**config.mk**
```make
export PLATFORM = sky130hd
export DESIGN_NAME = nreg_ctrl
export DESIGN_NICKNAME = d
export VERILOG_FILES = /design/src/rtl/nreg_pkg.sv /design/src/rtl/nreg_ctrl.sv
export SDC_FILE = /design/constraint.sdc
export NUM_CORES = 1
export LEC_CHECK = 0
export BUFFER_PORTS_ARGS = -buffer_cell sky130_fd_sc_hd__buf_2
export CAP_MARGIN = 20
export CORE_MARGIN = 3
export CORE_UTILIZATION = 35
export CTS_BUF_LIST = sky130_fd_sc_hd__clkbuf_4
export CTS_CLUSTER_DIAMETER = 150
export DETAILED_ROUTE_END_ITERATION = 6
export PLACE_DENSITY_LB_ADDON = 0.05
export SYNTH_ARGS = -nofsm -noshare
export SYNTH_HDL_FRONTEND = slang
export SYNTH_SLANG_ARGS = --single-unit
```
**constraint.sdc**
```tcl
create_clock -name clk -period 1.5 [get_ports clk]
set_input_delay 0.075 -clock clk [delete_from_list [all_inputs] [get_ports clk]]
set_output_delay 0.075 -clock clk [all_outputs]
set_load 0.01 [all_outputs]
```
**src/rtl/nreg_pkg.sv**
```systemverilog
// ----------------------------------------------------------------------------
// Name registry package
// Sizes, codes, state encoding and the controller/datapath interface types
// shared by the name registry table modules.
// ----------------------------------------------------------------------------
package nreg_pkg;

  localparam int ENTRIES        = 64;
  localparam int MAX_NAME_CHARS = 63;

  localparam int CHAR_W   = 8;
  localparam int ID_W     = 6;
  localparam int REQ_W    = 2;
  localparam int STATUS_W = 3;

  localparam int ENTRY_W    = $clog2(ENTRIES);
  localparam int USED_W     = $clog2(ENTRIES + 1);
  localparam int IDX_W      = $clog2(MAX_NAME_CHARS);
  localparam int LEN_W      = $clog2(MAX_NAME_CHARS + 1);
  localparam int NAME_DEPTH = ENTRIES * (2 ** IDX_W);

  localparam logic [REQ_W-1:0] REQ_REGISTER = 2'd0;
  localparam logic [REQ_W-1:0] REQ_LOOKUP   = 2'd1;

  typedef enum logic [STATUS_W-1:0] {
    STAT_OK        = 3'd0,
    STAT_FULL      = 3'd1,
    STAT_NOT_FOUND = 3'd2,
    STAT_BAD_REQ   = 3'd3,
    STAT_TOO_LONG  = 3'd4
  } status_t;

  typedef enum logic [3:0] {
    S_IDLE,
    S_CHECK,
    S_LEN_RD,
    S_LEN_CHK,
    S_CH_RD,
    S_CH_CHK,
    S_HIT,
    S_MISS,
    S_ID_RD,
    S_ID_CHK,
    S_CP_RD,
    S_CP_WR,
    S_DONE
  } state_t;

  typedef struct packed {
    logic    accept;
    logic    name_clr;
    logic    e_clr;
    logic    e_inc;
    logic    idx_clr;
    logic    idx_inc;
    logic    rd_len;
    logic    rd_chars;
    logic    rd_id;
    logic    wr_id_hit;
    logic    wr_name;
    logic    commit_new;
    logic    res_clr;
    logic    res_set;
    status_t res_code;
    logic    res_found_ld;
    logic    out_load;
  } dp_cmd_t;

  typedef struct packed {
    logic req_bad;
    logic req_lookup;
    logic too_long;
    logic used_zero;
    logic full;
    logic len_eq;
    logic char_eq;
    logic idx_last;
    logic e_last;
    logic out_free;
  } dp_stat_t;

endpackage

```
**src/rtl/nreg_ctrl.sv**
```systemverilog
// ----------------------------------------------------------------------------
// Name registry controller
// Sequences collection, entry search, update or append and result hand-off.
// ----------------------------------------------------------------------------
module nreg_ctrl (
  input  logic              clk,
  input  logic              rst_n,
  input  logic              in_valid,
  input  logic              in_last_char,
  output logic              in_stall,
  input  nreg_pkg::dp_stat_t stat,
  output nreg_pkg::dp_cmd_t  cmd
);

  nreg_pkg::state_t state_r;
  nreg_pkg::state_t state_nxt;

  always_ff @(posedge clk) begin
    if (!rst_n) begin
      state_r <= nreg_pkg::S_IDLE;
    end else begin
      state_r <= state_nxt;
    end
  end

  always_comb begin
    state_nxt = state_r;
    case (state_r)
      nreg_pkg::S_IDLE: begin
        if (in_valid && in_last_char) begin
          state_nxt = nreg_pkg::S_CHECK;
        end
      end
      nreg_pkg::S_CHECK: begin
        if (stat.req_bad || stat.too_long) begin
          state_nxt = nreg_pkg::S_DONE;
        end else if (stat.used_zero) begin
          state_nxt = nreg_pkg::S_MISS;
        end else begin
          state_nxt = nreg_pkg::S_LEN_RD;
        end
      end
      nreg_pkg::S_LEN_RD: state_nxt = nreg_pkg::S_LEN_CHK;
      nreg_pkg::S_LEN_CHK: begin
        if (stat.len_eq) begin
          state_nxt = nreg_pkg::S_CH_RD;
        end else if (stat.e_last) begin
          state_nxt = nreg_pkg::S_MISS;
        end else begin
          state_nxt = nreg_pkg::S_LEN_RD;
        end
      end
      nreg_pkg::S_CH_RD: state_nxt = nreg_pkg::S_CH_CHK;
      nreg_pkg::S_CH_CHK: begin
        if (!stat.char_eq) begin
          state_nxt = stat.e_last ? nreg_pkg::S_MISS : nreg_pkg::S_LEN_RD;
        end else if (stat.idx_last) begin
          state_nxt = nreg_pkg::S_HIT;
        end else begin
          state_nxt = nreg_pkg::S_CH_RD;
        end
      end
      nreg_pkg::S_HIT: begin
        state_nxt = stat.req_lookup ? nreg_pkg::S_ID_RD : nreg_pkg::S_DONE;
      end
      nreg_pkg::S_ID_RD:  state_nxt = nreg_pkg::S_ID_CHK;
      nreg_pkg::S_ID_CHK: state_nxt = nreg_pkg::S_DONE;
      nreg_pkg::S_MISS: begin
        if (stat.req_lookup || stat.full) begin
          state_nxt = nreg_pkg::S_DONE;
        end else begin
          state_nxt = nreg_pkg::S_CP_RD;
        end
      end
      nreg_pkg::S_CP_RD: state_nxt = nreg_pkg::S_CP_WR;
      nreg_pkg::S_CP_WR: begin
        state_nxt = stat.idx_last ? nreg_pkg::S_DONE : nreg_pkg::S_CP_RD;
      end
      nreg_pkg::S_DONE: begin
        if (stat.out_free) begin
          state_nxt = nreg_pkg::S_IDLE;
        end
      end
      default: state_nxt = nreg_pkg::S_IDLE;
    endcase
  end

  always_comb begin
    cmd      = '0;
    in_stall = 1'b1;
    case (state_r)
      nreg_pkg::S_IDLE: begin
        in_stall   = 1'b0;
        cmd.accept = in_valid;
      end
      nreg_pkg::S_CHECK: begin
        cmd.res_clr = 1'b1;
        cmd.e_clr   = 1'b1;
        if (stat.req_bad) begin
          cmd.res_set  = 1'b1;
          cmd.res_code = nreg_pkg::STAT_BAD_REQ;
        end else if (stat.too_long) begin
          cmd.res_set  = 1'b1;
          cmd.res_code = nreg_pkg::STAT_TOO_LONG;
        end
      end
      nreg_pkg::S_LEN_RD: cmd.rd_len = 1'b1;
      nreg_pkg::S_LEN_CHK: begin
        if (stat.len_eq) begin
          cmd.idx_clr = 1'b1;
        end else begin
          cmd.e_inc = 1'b1;
        end
      end
      nreg_pkg::S_CH_RD: cmd.rd_chars = 1'b1;
      nreg_pkg::S_CH_CHK: begin
        if (!stat.char_eq) begin
          cmd.e_inc = 1'b1;
        end else if (!stat.idx_last) begin
          cmd.idx_inc = 1'b1;
        end
      end
      nreg_pkg::S_HIT: begin
        if (stat.req_lookup) begin
          cmd.rd_id = 1'b1;
        end else begin
          cmd.wr_id_hit = 1'b1;
        end
      end
      nreg_pkg::S_ID_RD: ;
      nreg_pkg::S_ID_CHK: cmd.res_found_ld = 1'b1;
      nreg_pkg::S_MISS: begin
        if (stat.req_lookup) begin
          cmd.res_set  = 1'b1;
          cmd.res_code = nreg_pkg::STAT_NOT_FOUND;
        end else if (stat.full) begin
          cmd.res_set  = 1'b1;
          cmd.res_code = nreg_pkg::STAT_FULL;
        end else begin
          cmd.idx_clr = 1'b1;
        end
      end
      nreg_pkg::S_CP_RD: cmd.rd_chars = 1'b1;
      nreg_pkg::S_CP_WR: begin
        cmd.wr_name = 1'b1;
        if (stat.idx_last) begin
          cmd.commit_new = 1'b1;
        end else begin
          cmd.idx_inc = 1'b1;
        end
      end
      nreg_pkg::S_DONE: begin
        cmd.out_load = stat.out_free;
        cmd.name_clr = stat.out_free;
      end
      default: ;
    endcase
  end

  a_accept_idle_only: assert property (@(posedge clk) disable iff (!rst_n)
    cmd.accept |-> (state_r == nreg_pkg::S_IDLE && !in_stall))
    else $error("request accepted outside idle");

  a_last_starts_check: assert property (@(posedge clk) disable iff (!rst_n)
    (cmd.accept && in_last_char) |=> (state_r == nreg_pkg::S_CHECK))
    else $error("final character did not start a search");

  a_done_leaves: assert property (@(posedge clk) disable iff (!rst_n)
    (state_r == nreg_pkg::S_DONE && stat.out_free) |=> (state_r == nreg_pkg::S_IDLE))
    else $error("result hand-off did not return to idle");

endmodule

```
# Word-level counts from Yosys, hierarchy flattened

Cells that the tools add are included.

Logic and storage cells: 60
Register bits after elaboration: 4
Output and inout bits: 20
Input port bits: 14

Reduce and logical (&&, ||, !) cells: 6
Equal/unequal tests: 14
Multiplexer cells: 39

Operator list:

| cell                 | count |
|---|---|
| $pmux W4 S13         | 1 |
| $mux W4              | 8 |
| $eq A4 B4 Y1 const B | 5 |
| $mux W3              | 6 |
| $mux W1              | 17 |
| $eq A4 B3 Y1 const B | 4 |
| $eq A4 B2 Y1 const B | 2 |
| $pmux W4 S2          | 1 |
| $mux W2              | 3 |
| $pmux W1 S2          | 3 |
| $eq A4 B1 Y1 const B | 1 |
| $logic_not A4 Y1     | 1 |
| $ne A2 B2 Y1 const B | 2 |
| $logic_or A1 B1 Y1   | 2 |
| $reduce_and A2 Y1    | 1 |
| $reduce_or A2 Y1     | 1 |
| $logic_and A1 B1 Y1  | 1 |

# Depth between registers and ports, before layout

Gate-level depths: netlist of run 1.

Depth in word-level cells: 3
Mapped depth: 6
Depth with buffers taken out: 4

# Worst setup path after synthesis of run 1

No wires, ideal clock.

Path type: reg2reg
Start point: register state_r[1]
End point: register state_r[0]
Path buffers: 0
Cell stages (with the launch flop): 5
Data arrival time: 1.222 ns
Setup time: 0.103 ns
Slack: 0.175 ns
Cells stage by stage: dfxtp_1 > or3b_1 > a21oi_2 > a222oi_1 > a2111oi_2

Cells in the longest elaborated chain, start to end: 3
Elaborated cells on any way between the ends: 17
Those cells by class: eq/ne: 14; mux: 1; reduce/logical: 2

RTL lines:

| element                                          | RTL line        | text |
|---|---|---|
| start, declared                                  | nreg_ctrl.sv:15 | `nreg_pkg::state_t state_r;` |
| start signal, assigned                           | nreg_ctrl.sv:20 | `state_r <= nreg_pkg::S_IDLE;` |
| start signal, assigned                           | nreg_ctrl.sv:22 | `state_r <= state_nxt;` |
| $eq A4 B4 Y1 or $logic_not A4 Y1 (tied branches) | nreg_ctrl.sv:28 | `case (state_r)` |
| $ne A2 B2 Y1 (no source line)                    | -               |  |
| $reduce_and A2 Y1 (no source line)               | -               |  |

Several ways; a longest one is shown, not always the timed one.
A chain may end at the register's enable or synchronous reset.

==> results.tsv, run 1 <==
metric	value	unit
status	finished, final reports clean	
die_w	47.0	um
ctsHoldBuffers	0	
drv_slew	0	
fp.dieH	47.0	um
wirelength	1790	um
drt-initial-drc-count	12	
final_layout_size_suffix_gt1_share	47.9	%
ys_types	35	
netlist_area	588	um^2
synthAdderAreaFrac	0	%
fin_nets	135	
ys.flop_type	dfxtp_1	
core_area	1540	um^2
drt-wirelength-per-cell	13.2	um
met1_usage	24.7	%
worstSetupPathType	register to output pin	
syn-num-nets	96	
cts_tree	yes	
n_antenna_cell	0	
numPortBuffers	33	
largest-register	state_r	
seq_power_share	17.6	%
clk_path_buf_depth	2	
final_cells	135	
yosysTopAreaCellShare	13.6	%
globalRouteOverflowTotal	0	
crit_fanout	7	
setup_viol	0	
clock_skew	1.31	ps
power.density	1650	nW/um^2
rows	14	
rsz0062_at_grt	true	
period_share	94.4	%
p_sw	0.659	mW
synth-async-reset-ratio	0	%
cts_made_buffers	3	
post-place-cells	132	
post_cts_buffers	0	
antenna_found_initial	0	
synth_cells	82	
crit_chain	buf_4, and2_4, nand3b_1, a21oi_1, buf_2	
synth-seq-area-share	13.6	%
finalHoldViolCount	0	
drc_errors	0	
dp_hpwl	1400	um
synth-seq-cells	4	
pre_cts_slack	127	ps
total_power	1.35	mW
worst_slack	83.9	ps
io_pins	34	
top_regs	state_r x4	
required	1420	ps
largest_reg_flops	4	
cp-end-kind	output pin	
clockPowerShare	9.8	%
hold_ws	93.9	ps
grt_pass1_vias	617	
die-area	2210	um^2
critical_path.startpoint_type	register	
r2r_cells	4	
worst_slew_pin_slew	341	ps
p_int	0.688	mW
synth_compound_area_share	29.4	%
fmaxAchievable	706	MHz
synth_edf_count	0	
power_leakage	0.399	nW
drtAntennaViolNets	0	
fillers	171	
yosys.area_share.simple	38.1	%
ys_top_cells_by_area	dfxtp_1 (14%), a21oi_1 (6.0%), buf_6 (5.7%)	
cts_root_buf	clkbuf_4	
gp_congestion	0.803	
final_area	817	um^2
drv_cap	0	
swShare	48.9	%
first_pass_iters	4	
avgSynthCellArea	7.17	um^2
cp.arrival	1340	ps
p_comb_share	72.6	%
muxShareOfSynthArea	5.32	%
final.min_clock_period	1420	ps
ir_worst_vdd	0.877	mV
track_usage	17.2	%
syn_to_final_growth	38.9	%
synth_top_family_by_area	simple AND/OR/NAND/NOR gates	
met3_usage	2.30	%
slew_headroom	77.3	%
synthXorXnorAreaFrac	0	%
path_clk_slew	40	ps
clock_latency	230	ps
top_usage_layer	met2	
ys_warn_count	0	
grt_max_degree	10	
grt_pass1_wl	2730	um
fin_util	53.0	%
cts.sinks	4	
met2_usage	25.2	%
hp-class	input pin to register	
vias	742	
yosysTopAreaCell	dfxtp_1	
cpMaxStageDelayCell	dfxtp_2	
vias_per_cell	5.50	
min_path_cells	2	
cts_htree_levels	1	
dpl-instance-area	772	um^2
max_stage_delay	390	ps
setup_tns	0	ps
initial_core_util	38.1	%
[cell usage in the layout (no fill, tap or decap), types with 2 or more instances in the layout]
| cell type | count |
|---|---|
| clkbuf_4 | 3 |
| nor2_1 | 7 |
| nor4_1 | 2 |
| nand3b_1 | 2 |
| a21oi_1 | 7 |
| and3_1 | 4 |
| nor2b_1 | 2 |
| mux2i_1 | 2 |
| and2_1 | 2 |
| buf_4 | 9 |
| o21ai_0 | 5 |
| or3b_1 | 2 |
| buf_2 | 33 |
| nor3_1 | 5 |
| a2111oi_2 | 2 |
| dfxtp_2 | 3 |
| nand2_1 | 6 |
| inv_1 | 3 |
[path summary, 6_finish.rpt]
check | to | from | slack (ps)
worst max register to register | state_r[0] | state_r[1] | 140
worst max-delay path | cmd[2] | state_r[2] | 80
worst min register to register | state_r[0] | state_r[2] | 520
worst min-delay path | state_r[3] | rst_n | 90
[cell families (layout without fill, tap and decap cells)]
family / after synthesis / count (layout)
AOI/OAI and AO/OA: 24 / 24
and+or+nand+nor: 40 / 40
DFF: 4 / 4
muxes: 3 / 3
buffers and inverters: 11 / 48
[cells in the mapped netlist, types with 2 or more instances]
cell / instances
nand2_1: 6
nand2b_1: 2
o21ai_0: 5
nor2b_1: 2
inv_1: 3
nand3b_1: 2
nor2_1: 8
a2111oi_2: 2
dfxtp_1: 4
nor4_1: 2
a21oi_1: 7
buf_6: 3
or3b_1: 2
mux2i_1: 2
and3_1: 4
and2_1: 3
buf_4: 3
nor3_1: 5
[power groups by stage]
stage	Combinational (mW)	Sequential, mW	Clock, mW
after floorplan	0.689	0.181	0
after global placement	0.942	0.222	0
after detailed placement	0.935	0.222	0
after CTS	0.940	0.227	0.136
after global routing	1.09	0.248	0.142
final	0.978	0.237	0.132
[metal layers]
metal / share of wire, % / vias to the layer above
li1: - / 377
met1: 47 / 335
met2: 46 / 28
met3: 6.4 / 2
met4: 0.90 / 0
met5: 0 / -
[cell type report]
class | count | area [um^2] | share of cell area (%)
Multi-Input combinational cell | 67 | 447 | 54.7
Timing Repair Buffer | 42 | 233 | 28.5
Sequential cell | 4 | 83.8 | 10.3
Tap cell | 16 | 20.0 | 2.45
Inverter | 3 | 11.3 | 1.38
Clock buffer | 3 | 22.5 | 2.76
[worst max-delay path: cells and delay by family, from the launching register on]
kind / cells / cell delay [ps]
and+or+nand+nor: 2 / 240
DFF: 1 / 390
AOI/OAI and AO/OA: 1 / 140
buffers and inverters: 2 / 340
[timing repair]
| item | 4_1_cts | 5_1_grt |
|---|---|---|
| pin swaps | 0 | 0 |
| setup endpoints to repair | 4 | 8 |
| resized for setup | 2 | 6 |
(Power assumes the default switching activity.)
==> run 2: changes to the inputs <==
--- a/config.mk
+++ b/config.mk
@@ -8,7 +8,7 @@
 export BUFFER_PORTS_ARGS = -buffer_cell sky130_fd_sc_hd__buf_2
 export CAP_MARGIN = 20
 export CORE_MARGIN = 3
-export CORE_UTILIZATION = 35
+export CORE_UTILIZATION = 44
 export CTS_BUF_LIST = sky130_fd_sc_hd__clkbuf_4
 export CTS_CLUSTER_DIAMETER = 150
 export DETAILED_ROUTE_END_ITERATION = 6
==> results.tsv, run 2 (same netlist as run 1, synthesis figures left out) <==
metric	value	unit
fillers	109	
gp_congestion	0.829	
track_usage	20.3	%
cp.arrival	1350	ps
r2r-start	state_r[2]	
drt-wirelength-per-cell	13.9	um
worst_slew_pin_slew	388	ps
critical_path.startpoint_type	register	
antenna_found_initial	0	
cts_htree_levels	1	
final_layout_size_suffix_gt1_share	49.6	%
syn_to_final_growth	39.8	%
grt_max_degree	10	
cp-end-kind	output pin	
rsz0062_at_grt	false	
path_clk_slew	40	ps
post_cts_buffers	0	
drc_errors	0	
largest-register	state_r	
layout_commonest_cell	buf_2	
drt-initial-drc-count	67	
drtAntennaViolNets	0	
globalRouteOverflowTotal	0	
vias_per_cell	5.65	
die-area	1810	um^2
fmaxAchievable	704	MHz
power_leakage	0.400	nW
r2r_cells	4	
io_pins	34	
fin_nets	135	
final.min_clock_period	1420	ps
largest_reg_flops	4	
initial_core_util	49.6	%
status	finished, final reports clean	
ir_worst_vdd	1.16	mV
finalHoldViolCount	0	
clock_latency	240	ps
cts_tree	yes	
drv_slew	0	
grt_pass1_vias	640	
top_regs	state_r x4	
period_share	94.7	%
die_w	42.6	um
power.density	1680	nW/um^2
cts_root_buf	clkbuf_4	
r2r_setup_slack	120	ps
first_pass_iters	6	
wirelength	1850	um
numPortBuffers	33	
crit_end	cmd[15]	
vias	752	
fp.dieH	42.6	um
worstSetupPathType	register to output pin	
clk_path_buf_depth	2	
rows	12	
crit_path_start	state_r[2]	
grt_pass1_wl	2840	um
required	1420	ps
final_cell_mix	buf_2 (33), buf_4 (9), a21oi_1 (7), nor2_1 (6), nand2_1 (6)	
r2r-end	state_r[0]	
clock_skew	6.66	ps
cts_made_buffers	3	
n_antenna_cell	0	
drv_cap	0	
dp_hpwl	1380	um
hp-class	input pin to register	
setup_tns	0	ps
crit_fanout	8	
final_cells	133	
core_area	1190	um^2
slew_headroom	74.1	%
setup_viol	0	
cts.sinks	4	
post-place-cells	130	
-- run 2: how the worst min path moves through the flow --
stage	from	end	slack [ps]	cells past startpoint
2_1_floorplan	rst_n	state_r[3]	200	1
3_3_place_gp	rst_n	state_r[3]	330	2
3_5_place_dp	rst_n	state_r[3]	330	2
4_1_cts	rst_n	state_r[1]	80	2
5_1_grt	rst_n	state_r[1]	70	2
6_report	rst_n	state_r[1]	80	2
-- run 2: per-layer routing --
metal / up-vias / wire length (um) / global-route usage (%)
met3: 2 / 204 / 8.58
met4: 0 / 8 / 3.73
met1: 328 / 763 / 26.4
li1: 378 / - / -
met2: 44 / 873 / 31.0
met5: - / 0 / 0
-- run 2: timing repair --
item,in CTS,in global routing
hold buffers,0,0
gates resized for setup,4,8
endpoints found under the setup margin,3,5
-- run 2: where the power goes --
group	total (mW)	internal (mW)	leakage, nW	switching (mW)
combinational	0.992	0.442	0.352	0.550
sequential	0.242	0.158	0.0343	0.0834
clock	0.144	0.0902	0.0138	0.0537
-- run 2: layout make-up --
class / count / area, um^2 / area share, %
multi-input combinational: 67 / 452 / 54.9
timing repair buffer: 42 / 233 / 28.3
sequential: 4 / 86.3 / 10.5
clock buffer: 3 / 22.5 / 2.74
tap: 14 / 17.5 / 2.13
inverter: 3 / 11.3 / 1.37
-- run 2: stage by stage --
stage	area [um^2]	util [%]	setup WS (ps)	total power, mW	hold slack (ps)
2_1_floorplan	588	-	175	0.870	197
3_3_place_gp	769	64.9	116	1.14	327
3_5_place_dp	769	64.9	61.7	1.15	327
4_1_cts	798	67.3	60.9	1.31	81.2
6_report	822	69.3	79.3	1.38	82.3
5_1_grt	822	69.3	4.64	1.51	67.7
-- run 2: critical path, stage by stage (launching register included) --
cell,delay [ps]
dfxtp_2,400
or3b_1,380
a21oi_2,170
buf_2,160
